===== src/rtl/wbcjr_pkg.sv =====
// shared types and codes for the windowed bcjr branch posterior block
// no dependencies; used by every module of the block
`default_nettype none

package wbcjr_pkg;

   // input item modes
   typedef enum logic [2:0] {
      MODE_PRED   = 3'd0,
      MODE_SUCC   = 3'd1,
      MODE_MAP    = 3'd2,
      MODE_ALPHA  = 3'd3,
      MODE_BETA   = 3'd4,
      MODE_METRIC = 3'd5
   } mode_type;

   // controller states
   typedef enum logic [4:0] {
      ST_IDLE,
      ST_INIT,
      ST_COL,
      ST_ACC_RD,
      ST_ACC_LD,
      ST_MAC_RD,
      ST_MAC_MUL,
      ST_MAC_ADD,
      ST_ACC_ST,
      ST_NORM_RD,
      ST_NORM_DIV,
      ST_NORM_WAIT,
      ST_NORM_WR,
      ST_OUT_RD,
      ST_OUT_MUL1,
      ST_OUT_MUL2,
      ST_OUT_LD
   } state_type;

   // fixed field widths
   localparam int STATE_VAL_W = 4;
   localparam int MAP_VAL_W   = 5;
   localparam int PROB_W      = 16;
   localparam int STEP_W      = 16;
   localparam int BRANCH_W    = 5;

   // controller to datapath commands
   typedef struct packed {
      logic clear_fault;
      logic clear_sum;
      logic acc_init;
      logic rd_prev;
      logic mul_en;
      logic acc_add;
      logic store_u;
      logic div_start;
      logic norm_wr;
      logic dir_beta;
      logic out_phase;
      logic out_mul1;
      logic out_mul2;
      logic out_load;
   } cmd_type;

   // datapath to controller status
   typedef struct packed {
      logic start_run;
      logic div_done;
      logic out_free;
   } stat_type;

endpackage

`default_nettype wire


===== src/rtl/wbcjr_ctrl.sv =====
// sequencer for loads, the windowed recursions and the posterior output
// uses wbcjr_pkg for states, commands and status
`default_nettype none

module wbcjr_ctrl #(
   parameter int STATES   = 16,
   parameter int BRANCHES = 2,
   parameter int WINDOW   = 8,
   localparam int SB   = STATES * BRANCHES,
   localparam int SIW  = $clog2(STATES),
   localparam int BIW  = $clog2(BRANCHES),
   localparam int NW   = $clog2(SB),
   localparam int WCW  = $clog2(WINDOW + 1)
) (
   input  wire logic                 clock,
   input  wire logic                 reset,
   input  wire wbcjr_pkg::stat_type  stat,
   output wbcjr_pkg::cmd_type        cmd,
   output logic                      idle,
   output logic [WCW-1:0]            w_idx,
   output logic [SIW-1:0]            s_idx,
   output logic [BIW-1:0]            b_idx,
   output logic [NW-1:0]             n_idx
);

   wbcjr_pkg::state_type state_ff, state_in;
   logic [WCW-1:0] w_ff, w_in;
   logic [SIW-1:0] s_ff, s_in;
   logic [BIW-1:0] b_ff, b_in;
   logic [NW-1:0]  n_ff, n_in;
   logic           dir_ff, dir_in;
   logic           s_last, b_last;

   assign s_last = s_ff == SIW'(STATES - 1);
   assign b_last = b_ff == BIW'(BRANCHES - 1);

   // next state and counters
   always_comb begin
      state_in = state_ff;
      w_in     = w_ff;
      s_in     = s_ff;
      b_in     = b_ff;
      n_in     = n_ff;
      dir_in   = dir_ff;
      unique case (state_ff)
         wbcjr_pkg::ST_IDLE: begin
            if (stat.start_run) state_in = wbcjr_pkg::ST_INIT;
         end
         wbcjr_pkg::ST_INIT: begin
            w_in     = WCW'(1);
            dir_in   = 1'b0;
            state_in = wbcjr_pkg::ST_COL;
         end
         wbcjr_pkg::ST_COL: begin
            s_in     = '0;
            state_in = wbcjr_pkg::ST_ACC_RD;
         end
         wbcjr_pkg::ST_ACC_RD: state_in = wbcjr_pkg::ST_ACC_LD;
         wbcjr_pkg::ST_ACC_LD: begin
            b_in     = '0;
            state_in = wbcjr_pkg::ST_MAC_RD;
         end
         wbcjr_pkg::ST_MAC_RD:  state_in = wbcjr_pkg::ST_MAC_MUL;
         wbcjr_pkg::ST_MAC_MUL: state_in = wbcjr_pkg::ST_MAC_ADD;
         wbcjr_pkg::ST_MAC_ADD: begin
            if (b_last) begin
               state_in = wbcjr_pkg::ST_ACC_ST;
            end else begin
               b_in     = b_ff + BIW'(1);
               state_in = wbcjr_pkg::ST_MAC_RD;
            end
         end
         wbcjr_pkg::ST_ACC_ST: begin
            if (s_last) begin
               s_in     = '0;
               state_in = wbcjr_pkg::ST_NORM_RD;
            end else begin
               s_in     = s_ff + SIW'(1);
               state_in = wbcjr_pkg::ST_ACC_RD;
            end
         end
         wbcjr_pkg::ST_NORM_RD:  state_in = wbcjr_pkg::ST_NORM_DIV;
         wbcjr_pkg::ST_NORM_DIV: state_in = wbcjr_pkg::ST_NORM_WAIT;
         wbcjr_pkg::ST_NORM_WAIT: begin
            if (stat.div_done) state_in = wbcjr_pkg::ST_NORM_WR;
         end
         wbcjr_pkg::ST_NORM_WR: begin
            if (!s_last) begin
               s_in     = s_ff + SIW'(1);
               state_in = wbcjr_pkg::ST_NORM_RD;
            end else if (!dir_ff) begin
               dir_in   = 1'b1;
               state_in = wbcjr_pkg::ST_COL;
            end else if (w_ff == WCW'(WINDOW)) begin
               s_in     = '0;
               b_in     = '0;
               n_in     = '0;
               state_in = wbcjr_pkg::ST_OUT_RD;
            end else begin
               w_in     = w_ff + WCW'(1);
               dir_in   = 1'b0;
               state_in = wbcjr_pkg::ST_COL;
            end
         end
         wbcjr_pkg::ST_OUT_RD:   state_in = wbcjr_pkg::ST_OUT_MUL1;
         wbcjr_pkg::ST_OUT_MUL1: state_in = wbcjr_pkg::ST_OUT_MUL2;
         wbcjr_pkg::ST_OUT_MUL2: state_in = wbcjr_pkg::ST_OUT_LD;
         wbcjr_pkg::ST_OUT_LD: begin
            if (stat.out_free) begin
               if (n_ff == NW'(SB - 1)) begin
                  state_in = wbcjr_pkg::ST_IDLE;
               end else begin
                  n_in = n_ff + NW'(1);
                  if (b_last) begin
                     b_in = '0;
                     s_in = s_ff + SIW'(1);
                  end else begin
                     b_in = b_ff + BIW'(1);
                  end
                  state_in = wbcjr_pkg::ST_OUT_RD;
               end
            end
         end
         default: state_in = wbcjr_pkg::ST_IDLE;
      endcase
   end

   // command decode
   always_comb begin
      cmd           = '0;
      cmd.dir_beta  = dir_ff;
      unique case (state_ff)
         wbcjr_pkg::ST_INIT:     cmd.clear_fault = 1'b1;
         wbcjr_pkg::ST_COL:      cmd.clear_sum   = 1'b1;
         wbcjr_pkg::ST_ACC_LD:   cmd.acc_init    = 1'b1;
         wbcjr_pkg::ST_MAC_RD:   cmd.rd_prev     = 1'b1;
         wbcjr_pkg::ST_MAC_MUL:  cmd.mul_en      = 1'b1;
         wbcjr_pkg::ST_MAC_ADD:  cmd.acc_add     = 1'b1;
         wbcjr_pkg::ST_ACC_ST:   cmd.store_u     = 1'b1;
         wbcjr_pkg::ST_NORM_DIV: cmd.div_start   = 1'b1;
         wbcjr_pkg::ST_NORM_WR:  cmd.norm_wr     = 1'b1;
         wbcjr_pkg::ST_OUT_RD:   cmd.out_phase   = 1'b1;
         wbcjr_pkg::ST_OUT_MUL1: begin
            cmd.out_phase = 1'b1;
            cmd.out_mul1  = 1'b1;
         end
         wbcjr_pkg::ST_OUT_MUL2: begin
            cmd.out_phase = 1'b1;
            cmd.out_mul2  = 1'b1;
         end
         wbcjr_pkg::ST_OUT_LD: begin
            cmd.out_phase = 1'b1;
            cmd.out_load  = 1'b1;
         end
         default: cmd.dir_beta = dir_ff;
      endcase
   end

   always_ff @(posedge clock) begin
      if (reset) begin
         state_ff <= wbcjr_pkg::ST_IDLE;
         w_ff     <= '0;
         s_ff     <= '0;
         b_ff     <= '0;
         n_ff     <= '0;
         dir_ff   <= 1'b0;
      end else begin
         state_ff <= state_in;
         w_ff     <= w_in;
         s_ff     <= s_in;
         b_ff     <= b_in;
         n_ff     <= n_in;
         dir_ff   <= dir_in;
      end
   end

   assign idle  = state_ff == wbcjr_pkg::ST_IDLE;
   assign w_idx = w_ff;
   assign s_idx = s_ff;
   assign b_idx = b_ff;
   assign n_idx = n_ff;

endmodule

`default_nettype wire


===== config.mk =====
export PLATFORM = sky130hd
export DESIGN_NAME = wbcjr_ctrl
export DESIGN_NICKNAME = d
export VERILOG_FILES = /design/src/rtl/wbcjr_pkg.sv /design/src/rtl/wbcjr_ctrl.sv
export SDC_FILE = /design/constraint.sdc
export NUM_CORES = 1
export LEC_CHECK = 0
export BUFFER_PORTS_ARGS = -buffer_cell sky130_fd_sc_hd__clkbuf_2
export CAP_MARGIN = 25
export CORE_MARGIN = 2
export CORE_UTILIZATION = 55
export CTS_BUF_LIST = sky130_fd_sc_hd__clkbuf_8
export CTS_CLUSTER_SIZE = 30
export DETAILED_ROUTE_END_ITERATION = 8
export PLACE_DENSITY = 0.82
export SLEW_MARGIN = 20
export SYNTH_ARGS = -nofsm -noshare
export SYNTH_HDL_FRONTEND = slang
export SYNTH_SLANG_ARGS = --single-unit

===== constraint.sdc =====
create_clock -name clock -period 3.8 [get_ports clock]
set_clock_uncertainty 0.15 [all_clocks]
set_input_delay 0.19 -clock clock [delete_from_list [all_inputs] [get_ports clock]]
set_output_delay 0.19 -clock clock [all_outputs]
set_load 0.05 [all_outputs]

# After elaboration in Yosys (flattened, before gate mapping)
# Index checks and enable logic that the tools add are counted.
# W data, S select, Z words.
totals:
  regBits: 20
  in_bits: 5
  out_inout_bits: 29
op_classes:
  n_addsub: 4
  eq_ne: 30
  n_mux: 53
  n_reduce_logical: 12
op_table:
  columns: ["operator", "n"]
  rows:
  - ["$pmux W5 S17", 1]
  - ["$mux W4", 16]
  - ["$eq A5 B4 Y1 const B", 8]
  - ["$mux W5", 8]
  - ["$mux W1", 23]
  - ["$eq A5 B3 Y1 const B", 4]
  - ["$ne A2 B2 Y1 const B", 9]
  - ["$reduce_and A6 Y1", 3]
  - ["$pmux W4 S4", 1]
  - ["$eq A5 B2 Y1 const B", 2]
  - ["$eq A5 B5 Y1 const B", 2]
  - ["$pmux W5 S2", 1]
  - ["$add A4 B1 Y4 const B", 2]
  - ["$eq A4 B4 Y1 const B", 2]
  - ["$pmux W4 S2", 1]
  - ["$reduce_bool A4 Y1", 2]
  - ["$ne A3 B3 Y1 const B", 2]
  - ["$add A5 B1 Y5 const B", 1]
  - ["$eq A5 B1 Y1 const B", 1]
  - ["$logic_not A5 Y1", 1]
  - ["$pmux W1 S4", 1]
  - ["$reduce_and A4 Y1", 1]
  - ["$reduce_bool A2 Y1", 2]
  - ["$reduce_or A4 Y1", 1]
  - ["4 further kinds", 4]

# Depth between registers and ports, before layout
# Gate-level depths: netlist of the first run.
logic_depth:
  depth_word: 5
  depth_mapped: 8

# Least setup slack after synthesis of the first run
# No wires, ideal clock.
synth_timing:
  kind: "register to output"
  from: "register state_ff[1]"
  to: "output port cmd[12] (netlist name)"
  t_arrival_ns: 2.268
  required_time_ns: 3.460
  path_slack_ns: 1.192
  stages_incl_launch_ff: 4
  path_cell_list: "dfxtp_1 -> buf_2 -> or2b_1 -> nor4_1"
synth_lines:
  columns: ["item", "line", "text"]
  rows:
  - ["start: declaration", "wbcjr_ctrl.sv:26", "wbcjr_pkg::state_type state_ff, state_in;"]
  - ["start signal: assignment", "wbcjr_ctrl.sv:161", "state_ff <= wbcjr_pkg::ST_IDLE;"]
  - ["start signal: assignment", "wbcjr_ctrl.sv:168", "state_ff <= state_in;"]
  - ["end: declaration", "wbcjr_ctrl.sv:18", "output wbcjr_pkg::cmd_type cmd,"]

# Final worst setup path of the first run
layout_timing:
  from: "register n_ff[0] (netlist: n_idx[0])"
  to: "register s_ff[3] (netlist: s_idx[3])"
layout_via:
  elab_chain_len: 3
layout_lines:
  columns: ["item", "line", "text"]
  rows:
  - ["start: declaration", "wbcjr_ctrl.sv:30", "logic [NW-1:0] n_ff, n_in;"]
  - ["start signal: assignment", "wbcjr_ctrl.sv:172", "n_ff <= n_in;"]
  - ["$eq A5 B5 Y1", "wbcjr_ctrl.sv:110", "if (n_ff == NW'(SB - 1)) begin"]
  - ["$ne A2 B2 Y1 (no line)", null, null]
  - ["$reduce_and A6 Y1 (no line)", null, null]
  - ["end signal: assignment", "wbcjr_ctrl.sv:170", "s_ff <= s_in;"]
  - ["end: declaration", "wbcjr_ctrl.sv:28", "logic [SIW-1:0] s_ff, s_in;"]
# Every way passes these cells.
# A chain may end at the register's enable or synchronous reset.

==> metrics.json, run 1 <==
{
  "detailed_routing": {
    "dr.pass1.iters": 4,
    "detail_route.vias_per_cell": 6.307,
    "initialDrtViolationCount": 86,
    "route.vias.total": 1501,
    "wl_per_cell_um": 15.18,
    "drc": 0,
    "route.final.wire_length_um": 3613,
    "ant_nets": 0
  },
  "cells_and_area": {
    "filler_cell_count": 227,
    "sequential_cell_area_um2": 400.4,
    "layout.cells.most_common": "sky130_fd_sc_hd__clkbuf_2",
    "final_nets": 220,
    "multiInputGateArea_um2": 913.4,
    "antenna-diode-count": 0,
    "top_library_cells_by_usage_in_the_layout_fill_and_taps_aside": "sky130_fd_sc_hd__clkbuf_2, sky130_fd_sc_hd__nor2_1, sky130_fd_sc_hd__dfxtp_1",
    "final_util_pct": 63.79,
    "drive_gt1_share_pct": 21.63,
    "synthToLayoutAreaGrowth_pct": 10.40
  },
  "floorplanning": {
    "initial_core_util_pct": 57.78,
    "placement_rows": 18,
    "die_area_um2": 3027,
    "horiz_die_dim_um": 55.02,
    "dieHeight_um": 55.02,
    "io_pins": 34,
    "placeableCoreArea_um2": 2477
  },
  "global_route": {
    "via_count_of_the_first_global_routing_pass": 1319,
    "grt.overflow.total": 0,
    "global_route_wire_length_before_repair_um": 5733,
    "antenna_violations_before_repair": 0,
    "grt.total_usage_pct": 26.11,
    "largest_net_degree_at_the_start_of_global_routing": 21
  },
  "job": {
    "timing.max_cap.violations": 0
  },
  "critical_path": {
    "critPathKind": "reg -> reg",
    "timing.critical_path.required_ns": 3.84,
    "endpoint_of_the_worst_slack_reg_to_reg_timing_path": "s_idx[3]",
    "critical_path_peak_fanout": 8,
    "sort_of_element_at_the_start_of_the_critical_path": "flop",
    "cp_slowest_cell": "sky130_fd_sc_hd__or4_1",
    "critical_path.startpoint": "n_idx[0]",
    "worst-endpoint-arrival_ns": 2.56,
    "critical_path.cell_chain": "ha_1 -> and3_1 -> ha_1 -> nand2b_1 -> nor4_1 -> o21ai_2 -> or4_1 -> a21oi_1",
    "worst_r2r_path_depth": 8,
    "critical-path-max-stage-delay_ns": 0.53,
    "reg2reg_from": "n_idx[0]",
    "most_used_cell_cp": "sky130_fd_sc_hd__ha_1",
    "path_buf_inv": 0,
    "critical-path-top-delay-family": "simple AND/OR/NAND/NOR gates",
    "crit_path_end_kind": "flop",
    "reg2reg_setup_slack_ns": 1.28
  },
  "sta": {
    "fmax_ghz": 0.3961,
    "layout_setup_ws_ns": 1.276,
    "slew_hr_pct": 55.27,
    "setup_repair_after_global_routing_missed_its_margin": "false",
    "setup-tns-final_ns": 0,
    "fin_worst_hold_slack_ns": 0.09769,
    "hold_viol_final": 0,
    "worstMarginPinSlew_ns": 0.6659,
    "maxSlewViolCount": 0,
    "post-route-min-period_ns": 2.524,
    "fin_crit_sh_pct": 66.43,
    "setup-violations-final": 0
  },
  "power_and_ir_drop": {
    "vdd_ir_drop_max_mv": 0.2448,
    "psw_uw": 161.2,
    "p_leak_nw": 0.6731,
    "fin_total_pwr_uw": 481.2,
    "power-per-cell-area_nw_per_um2": 304.5,
    "p_clk_share_pct": 28.1,
    "share_comb_of_total_power_pct": 23.8,
    "internal-power_uw": 320.0,
    "seq_power_share_pct": 48.1,
    "switching_power_as_a_share_of_total_power_pct": 33.50
  },
  "logic_synthesis": {
    "synthCells": 184,
    "ys_warn_count": 0,
    "synth_fp_nets": 194,
    "synth_top_family_by_area": "simple AND/OR/NAND/NOR gates",
    "synth.distinct_cells": 49,
    "synthMuxAreaShare_pct": 3.497,
    "synth.top_cell.area_share_pct": 27.97,
    "post_synth_and_or_nand_nor_area_fraction_pct": 33.13,
    "synth_xor_area_share_pct": 1.836,
    "synth_flop_cell": "sky130_fd_sc_hd__dfxtp_1",
    "netlist_area_um2": 1431,
    "syn_area_per_cell_um2": 7.779,
    "synth_async_sr_flop_share_pct": 0,
    "register_bit_count_reported_by_yosys": 20,
    "complex_gate_fraction_of_the_synthesized_area_pct": 20.98,
    "top_area_cells_in_the_synthesized_netlist": "sky130_fd_sc_hd__dfxtp_1, sky130_fd_sc_hd__nor2_1, sky130_fd_sc_hd__ha_1",
    "seq_area_frac_synth_pct": 27.97,
    "synthAdderAreaFrac_pct": 4.371,
    "synth.largest_area_cell": "sky130_fd_sc_hd__dfxtp_1",
    "synth_enable_flop_cells": 0
  },
  "clock_network": {
    "cts.sinks": 20,
    "cts_tree": "built",
    "cts_buffers": 3,
    "post-cts-setup-buffer-count": 0,
    "root_buffer": "sky130_fd_sc_hd__clkbuf_8",
    "hold_buffers": 0,
    "clock_insertion_delay_worst_skew_ns": 0.25,
    "clk_pin_slew_ns": 0.07,
    "post_cts_resize_count": 0,
    "clock_path_buffers": 2,
    "htreeDepth": 1
  },
  "placement": {
    "dpl.hpwl_um": 2589,
    "port-buffer-count": 33,
    "placement.setup.worst_slack_ns": 1.305,
    "finalWeightedCongestion": 0.8971
  },
  "min_path": {
    "min_path_type": "in -> reg",
    "hold_path_startpoint": "stat[0]",
    "worst_hold_path.num_cells": 3,
    "min_delay_worst_endpoint": "state_ff[4]"
  },
  "outcome": {
    "outcome": "finished clean"
  }
}
==> worst max path at each step <==
stage | endpoint | slack (ns) | cells after the start
final | s_idx[3] | 1.28 | 8
after global routing | s_idx[3] | 1.14 | 8
after CTS | s_idx[3] | 1.28 | 8
after detailed placement | s_idx[3] | 1.30 | 8
after global placement | s_idx[3] | 1.37 | 8
after floorplan | cmd[12] | 1.19 | 3
==> metal layers <==
metal	global-route usage (%)	share of wire, %	wire [um]
met5	0	0	0
met4	10.98	1.4	49
met3	4.301	8.2	295
met2	43.85	48	1737
met1	32.95	42	1530
==> flip-flops by register name (all words and copies together), names as in the netlist <==
signal and cells:
dir_ff 1, s_idx 4, w_idx 4, n_idx 5, b_idx 1, state_ff 5
==> metrics by stage <==
stage                     instance area [um^2]  cells
after floorplan                           1431    184
after global placement                    1539    235
after detailed placement                  1539    235
after CTS                                 1580    238
after global routing                      1580    238
final                                     1580    238
==> cells by family after synthesis <==
logic type | Yosys count
AOI/OAI and AO/OA | 44
xor gates and xnor gates | 3
adders and majority gates | 5
buffers and inverters | 18
DFF | 20
muxes | 5
and+or+nand+nor | 89
==> synth_stat cells, types with 3 or more instances <==
master / count
sky130_fd_sc_hd__or3_1: 3
sky130_fd_sc_hd__nor3_1: 7
sky130_fd_sc_hd__o211ai_1: 3
sky130_fd_sc_hd__nand3b_1: 4
sky130_fd_sc_hd__inv_1: 6
sky130_fd_sc_hd__and3_1: 5
sky130_fd_sc_hd__o22ai_1: 3
sky130_fd_sc_hd__o21ai_0: 8
sky130_fd_sc_hd__nor2_1: 26
sky130_fd_sc_hd__a31oi_1: 4
sky130_fd_sc_hd__ha_1: 5
sky130_fd_sc_hd__nand3_1: 6
sky130_fd_sc_hd__nand2b_1: 4
sky130_fd_sc_hd__clkbuf_1: 3
sky130_fd_sc_hd__nand2_1: 12
sky130_fd_sc_hd__buf_2: 3
sky130_fd_sc_hd__mux2i_1: 5
sky130_fd_sc_hd__a21oi_1: 11
sky130_fd_sc_hd__buf_6: 3
sky130_fd_sc_hd__dfxtp_1: 20
sky130_fd_sc_hd__nand4_1: 3
==> cell type report <==
cell class,count,share of cell area (%)
inverter,6,1.425
sequential,20,25.34
tap,30,2.375
multi-input combinational,146,57.80
clock buffer,3,2.613
timing repair buffer,33,10.45
==> worst reg2reg max path, delay by kind of cell, from the launching register on <==
| kind | cells | cell delay, ns |
|---|---|---|
| flops | 1 | 0.35 |
| simple gates | 4 | 1.21 |
| compound gates | 2 | 0.31 |
| fa+ha+maj | 2 | 0.44 |
==> power by group through the flow <==
| stage | clock network [mW] | registers [mW] | logic, mW |
|---|---|---|---|
| floorplan | 0 | 0.229 | 0.0996 |
| global placement | 0 | 0.235 | 0.111 |
| detailed placement | 0 | 0.235 | 0.112 |
| CTS | 0.138 | 0.230 | 0.113 |
| global route | 0.144 | 0.233 | 0.123 |
| finish | 0.135 | 0.232 | 0.114 |
Note: power is estimated with default switching activity, not from simulation.
==> run 2, diff against run 1 <==
--- a/config.mk
+++ b/config.mk
@@ -8,11 +8,11 @@
 export BUFFER_PORTS_ARGS = -buffer_cell sky130_fd_sc_hd__clkbuf_2
 export CAP_MARGIN = 25
 export CORE_MARGIN = 2
-export CORE_UTILIZATION = 55
+export CORE_UTILIZATION = 50
 export CTS_BUF_LIST = sky130_fd_sc_hd__clkbuf_8
 export CTS_CLUSTER_SIZE = 30
 export DETAILED_ROUTE_END_ITERATION = 8
-export PLACE_DENSITY = 0.82
+export PLACE_DENSITY = 0.78
 export SLEW_MARGIN = 20
 export SYNTH_ARGS = -nofsm -noshare
 export SYNTH_HDL_FRONTEND = slang
==> constraint.sdc (replaced) <==
create_clock -name clock -period 2 [get_ports clock]
set_clock_uncertainty 0.15 [all_clocks]
set_input_delay 0.1 -clock clock [delete_from_list [all_inputs] [get_ports clock]]
set_output_delay 0.1 -clock clock [all_outputs]
set_load 0.05 [all_outputs]
==> run 2 against run 1 <==
Global-route usage rose by 0.28 points. Die area up 9.3%. Combinational power rose to 2.8 times the previous value. Largest cell class unchanged. Clock power rose to 3.0 times the previous value. The run now ends with setup timing left. Worst setup slack got worse by 1.4 ns. Cell count increased by 16%. Total power rose by 140%.
==> metrics.json, run 2 (same netlist as run 1, synthesis figures left out) <==
{
  "power_and_ir_drop": {
    "internal-power": {"value": 792.8, "unit": "uW", "change": "+150%"},
    "p_clk_share": {"value": 35.9, "unit": "%", "change": "+7.8 points"},
    "vdd_ir_drop_max": {"value": 0.7002, "unit": "mV", "change": "+190%"},
    "seq_power_share": {"value": 36.6, "unit": "%", "change": "-12 points"},
    "p_leak": {"value": 0.8881, "unit": "nW", "change": "+32%"},
    "psw": {"value": 353.7, "unit": "uW", "change": "+120%"},
    "switching_power_as_a_share_of_total_power": {"value": 30.85, "unit": "%", "change": "-2.6 points"},
    "share_comb_of_total_power": {"value": 27.5, "unit": "%", "change": "+3.7 points"},
    "power-per-cell-area": {"value": 564.6, "unit": "nW/um^2", "change": "+85%"}
  },
  "critical_path": {
    "endpoint_of_the_worst_slack_reg_to_reg_timing_path": "s_idx[3]",
    "reg2reg_from": "n_idx[1]",
    "critical-path-max-stage-delay": {"value": 0.53, "unit": "ns", "change": "about the same"},
    "timing.critical_path.required": {"value": 2.05, "unit": "ns", "change": "-1.79 ns"},
    "critical_path.cell_chain": "ha_4 -> and3_4 -> ha_4 -> nand2b_4 -> nor4_4 -> o21ai_2 -> or4_4 -> a21oi_2",
    "critical_path_peak_fanout": {"value": 3, "change": "-5"},
    "crit_path_end_kind": "flop",
    "most_used_cell_cp": "sky130_fd_sc_hd__ha_4",
    "worst_r2r_path_depth": {"value": 8, "change": "unchanged"},
    "critical_path.startpoint": "n_idx[1]",
    "sort_of_element_at_the_start_of_the_critical_path": "flop",
    "critPathKind": "reg -> reg",
    "reg2reg_setup_slack": {"value": -0.14, "unit": "ns", "change": "-1.41 ns"},
    "worst-endpoint-arrival": {"value": 2.19, "unit": "ns", "change": "-0.37 ns"},
    "crit_path_end": "s_idx[3]",
    "cp_slowest_cell": "sky130_fd_sc_hd__or4_4"
  },
  "sta": {
    "hold_viol_final": {"value": 0, "change": "unchanged"},
    "layout_setup_ws": {"value": -0.1388, "unit": "ns", "change": "-1.414 ns"},
    "setup-tns-final": {"value": -0.3767, "unit": "ns", "change": "-0.3767 ns"},
    "slew_hr": {"value": 69.34, "unit": "%", "change": "+14 points"},
    "setup-violations-final": {"value": 4, "change": "+4"},
    "maxSlewViolCount": {"value": 0, "change": "unchanged"},
    "worstMarginPinSlew": {"value": 0.4599, "unit": "ns", "change": "-0.2060 ns"},
    "setup_repair_after_global_routing_missed_its_margin": "true",
    "post-route-min-period": {"value": 2.139, "unit": "ns", "change": "-0.3856 ns"},
    "fin_crit_sh": {"value": 106.9, "unit": "%", "change": "+41 points"},
    "fmax": {"value": 0.4676, "unit": "GHz", "change": "+18%"}
  },
  "floorplanning": {
    "dieHeight": {"value": 57.51, "unit": "um", "change": "+4.5%"},
    "placeableCoreArea": {"value": 2734, "unit": "um^2", "change": "+10%"},
    "die_area": {"value": 3307, "unit": "um^2", "change": "+9.3%"},
    "initial_core_util": {"value": 52.36, "unit": "%", "change": "-5.4 points"},
    "placement_rows": {"value": 19, "change": "+1"},
    "io_pins": {"value": 34, "change": "unchanged"},
    "horiz_die_dim": {"value": 57.51, "unit": "um", "change": "+4.5%"}
  },
  "cells_and_area": {
    "drive_gt1_share": {"value": 42.68, "unit": "%", "change": "+21 points"},
    "antenna-diode-count": {"value": 0, "change": "unchanged"},
    "layout.cells.most_common": "sky130_fd_sc_hd__buf_4",
    "filler_cell_count": {"value": 190, "change": "-16%"},
    "final_cells": {"value": 277, "change": "+16%"},
    "synthToLayoutAreaGrowth_pct": 41.87,
    "top_library_cells_by_usage_in_the_layout_fill_and_taps_aside": "sky130_fd_sc_hd__buf_4, sky130_fd_sc_hd__clkbuf_2, sky130_fd_sc_hd__nor2_1",
    "final_nets": {"value": 257, "change": "+17%"}
  },
  "detailed_routing": {
    "route.vias.total": {"value": 1706, "change": "+14%"},
    "wl_per_cell": {"value": 15.82, "unit": "um", "change": "+4.2%"},
    "drc": {"value": 0, "change": "unchanged"},
    "dr.pass1.iters": {"value": 4, "change": "unchanged"},
    "route.final.wire_length": {"value": 4382, "unit": "um", "change": "+21%"},
    "detail_route.vias_per_cell": {"value": 6.159, "change": "-2.3%"},
    "initialDrtViolationCount": {"value": 81, "change": "-5.8%"},
    "ant_nets": {"value": 0, "change": "unchanged"}
  },
  "global_route": {
    "antenna_violations_before_repair": {"value": 0, "change": "unchanged"},
    "global_route_wire_length_before_repair": {"value": 6817, "unit": "um", "change": "+19%"},
    "largest_net_degree_at_the_start_of_global_routing": {"value": 21, "change": "unchanged"},
    "grt.overflow.total": {"value": 0, "change": "unchanged"},
    "grt.total_usage": {"value": 26.39, "unit": "%", "change": "+0.28 points"},
    "via_count_of_the_first_global_routing_pass": {"value": 1558, "change": "+18%"}
  },
  "min_path": {
    "min_path_type": "in -> reg"
  },
  "clock_network": {
    "cts.sinks": {"value": 20, "change": "unchanged"},
    "root_buffer": "sky130_fd_sc_hd__clkbuf_8",
    "cts_tree": "built",
    "clk_pin_slew": {"value": 0.08, "unit": "ns", "change": "about the same"},
    "clock_path_buffers": {"value": 2, "change": "unchanged"},
    "hold_buffers": {"value": 0, "change": "unchanged"},
    "htreeDepth": {"value": 1, "change": "unchanged"},
    "clock_insertion_delay_worst_skew": {"value": 0.27, "unit": "ns", "change": "+0.02 ns"},
    "cts_buffers": {"value": 3, "change": "unchanged"}
  },
  "placement": {
    "finalWeightedCongestion": {"value": 0.9520, "change": "+6.1%"},
    "dp.cells": {"value": 265, "change": "+13%"},
    "dpl.hpwl": {"value": 3228, "unit": "um", "change": "+25%"},
    "port-buffer-count": {"value": 33, "change": "unchanged"}
  },
  "job": {
    "timing.max_cap.violations": {"value": 0, "change": "unchanged"}
  },
  "outcome": {
    "violations": "setup timing",
    "outcome": "finished, violations left"
  }
}
-- run 2: cell types whose count changed in the layout (fill, tap and decap cells not counted), sizes merged --
| cell | delta |
|---|---|
| buf | +38 |
| bufinv | +1 |
| clkbuf | -1 |
-- run 2: layer usage --
| layer | track usage, % | up-vias | wire [um] | share of wire, % |
|---|---|---|---|---|
| met5 | 0 | - | 0 | 0 |
| met4 | 15.61 | 0 | 140 | 3.2 |
| met3 | 4.308 | 19 | 241 | 5.5 |
| met2 | 44.32 | 83 | 2180 | 50 |
| met1 | 31.42 | 805 | 1819 | 42 |
| li1 | - | 799 | - | - |
-- run 2: how the worst min path moves through the flow --
| stage | start | endpoint | depth (start not counted) |
|---|---|---|---|
| 3_5_place_dp | s_idx[1] | s_idx[1] | 2 |
| 2_1_floorplan | stat[0] | state_ff[4] | 2 |
| 4_1_cts | stat[1] | state_ff[3] | 3 |
| 5_1_grt | stat[1] | state_ff[3] | 3 |
| 3_3_place_gp | s_idx[1] | s_idx[1] | 2 |
| 6_report | stat[1] | state_ff[3] | 3 |
-- run 2: stage by stage --
step	util [%]	power, mW	hold slack (ns)	cell area (um^2)	setup slack (ns)
6_report	74.28	1.146	0.05730	2031	-0.1388
5_1_grt	74.28	1.186	0.05712	2031	-0.2082
4_1_cts	70.98	1.137	0.04795	1941	-0.1135
3_5_place_dp	67.14	0.7232	0.3193	1836	-0.1528
3_3_place_gp	67.14	0.7145	0.3076	1836	-0.04577
2_1_floorplan	-	0.6308	0.1538	1496	-0.1461
-- run 2: cell type report --
cell class                 count  area, um^2  share of cell area (%)
clock buffer                   3       41.29                   2.033
clock inverter                 1       30.03                   1.479
inverter                       6       22.52                   1.109
multi-input combinational    146        1018                   50.15
sequential                    20       415.4                   20.46
tap                           31       38.79                   1.910
timing repair buffer          70       464.2                   22.86
-- run 2: critical path: cells and delay by family (launching register included) --
kind | cells | cell delay, ns
and+or+nand+nor | 4 | 1.00
DFF | 1 | 0.36
adders and majority gates | 2 | 0.30
AOI/OAI and AO/OA | 2 | 0.26
-- run 2: timing repair --
action / in CTS / in global routing
cloned: 0 / 0
endpoints found under the setup margin: 4 / 17
resized for setup: 5 / 14
setup buffers: 1 / 7
pin swaps: 2 / 4
-- run 2: power by group through the flow --
| stage | Combinational [mW] | Clock (mW) | Sequential, mW |
|---|---|---|---|
| after floorplan | 0.197 | 0 | 0.434 |
| after global placement | 0.288 | 0 | 0.427 |
| after detailed placement | 0.296 | 0 | 0.427 |
| after CTS | 0.304 | 0.415 | 0.418 |
| after global routing | 0.332 | 0.433 | 0.421 |
| final | 0.316 | 0.411 | 0.419 |
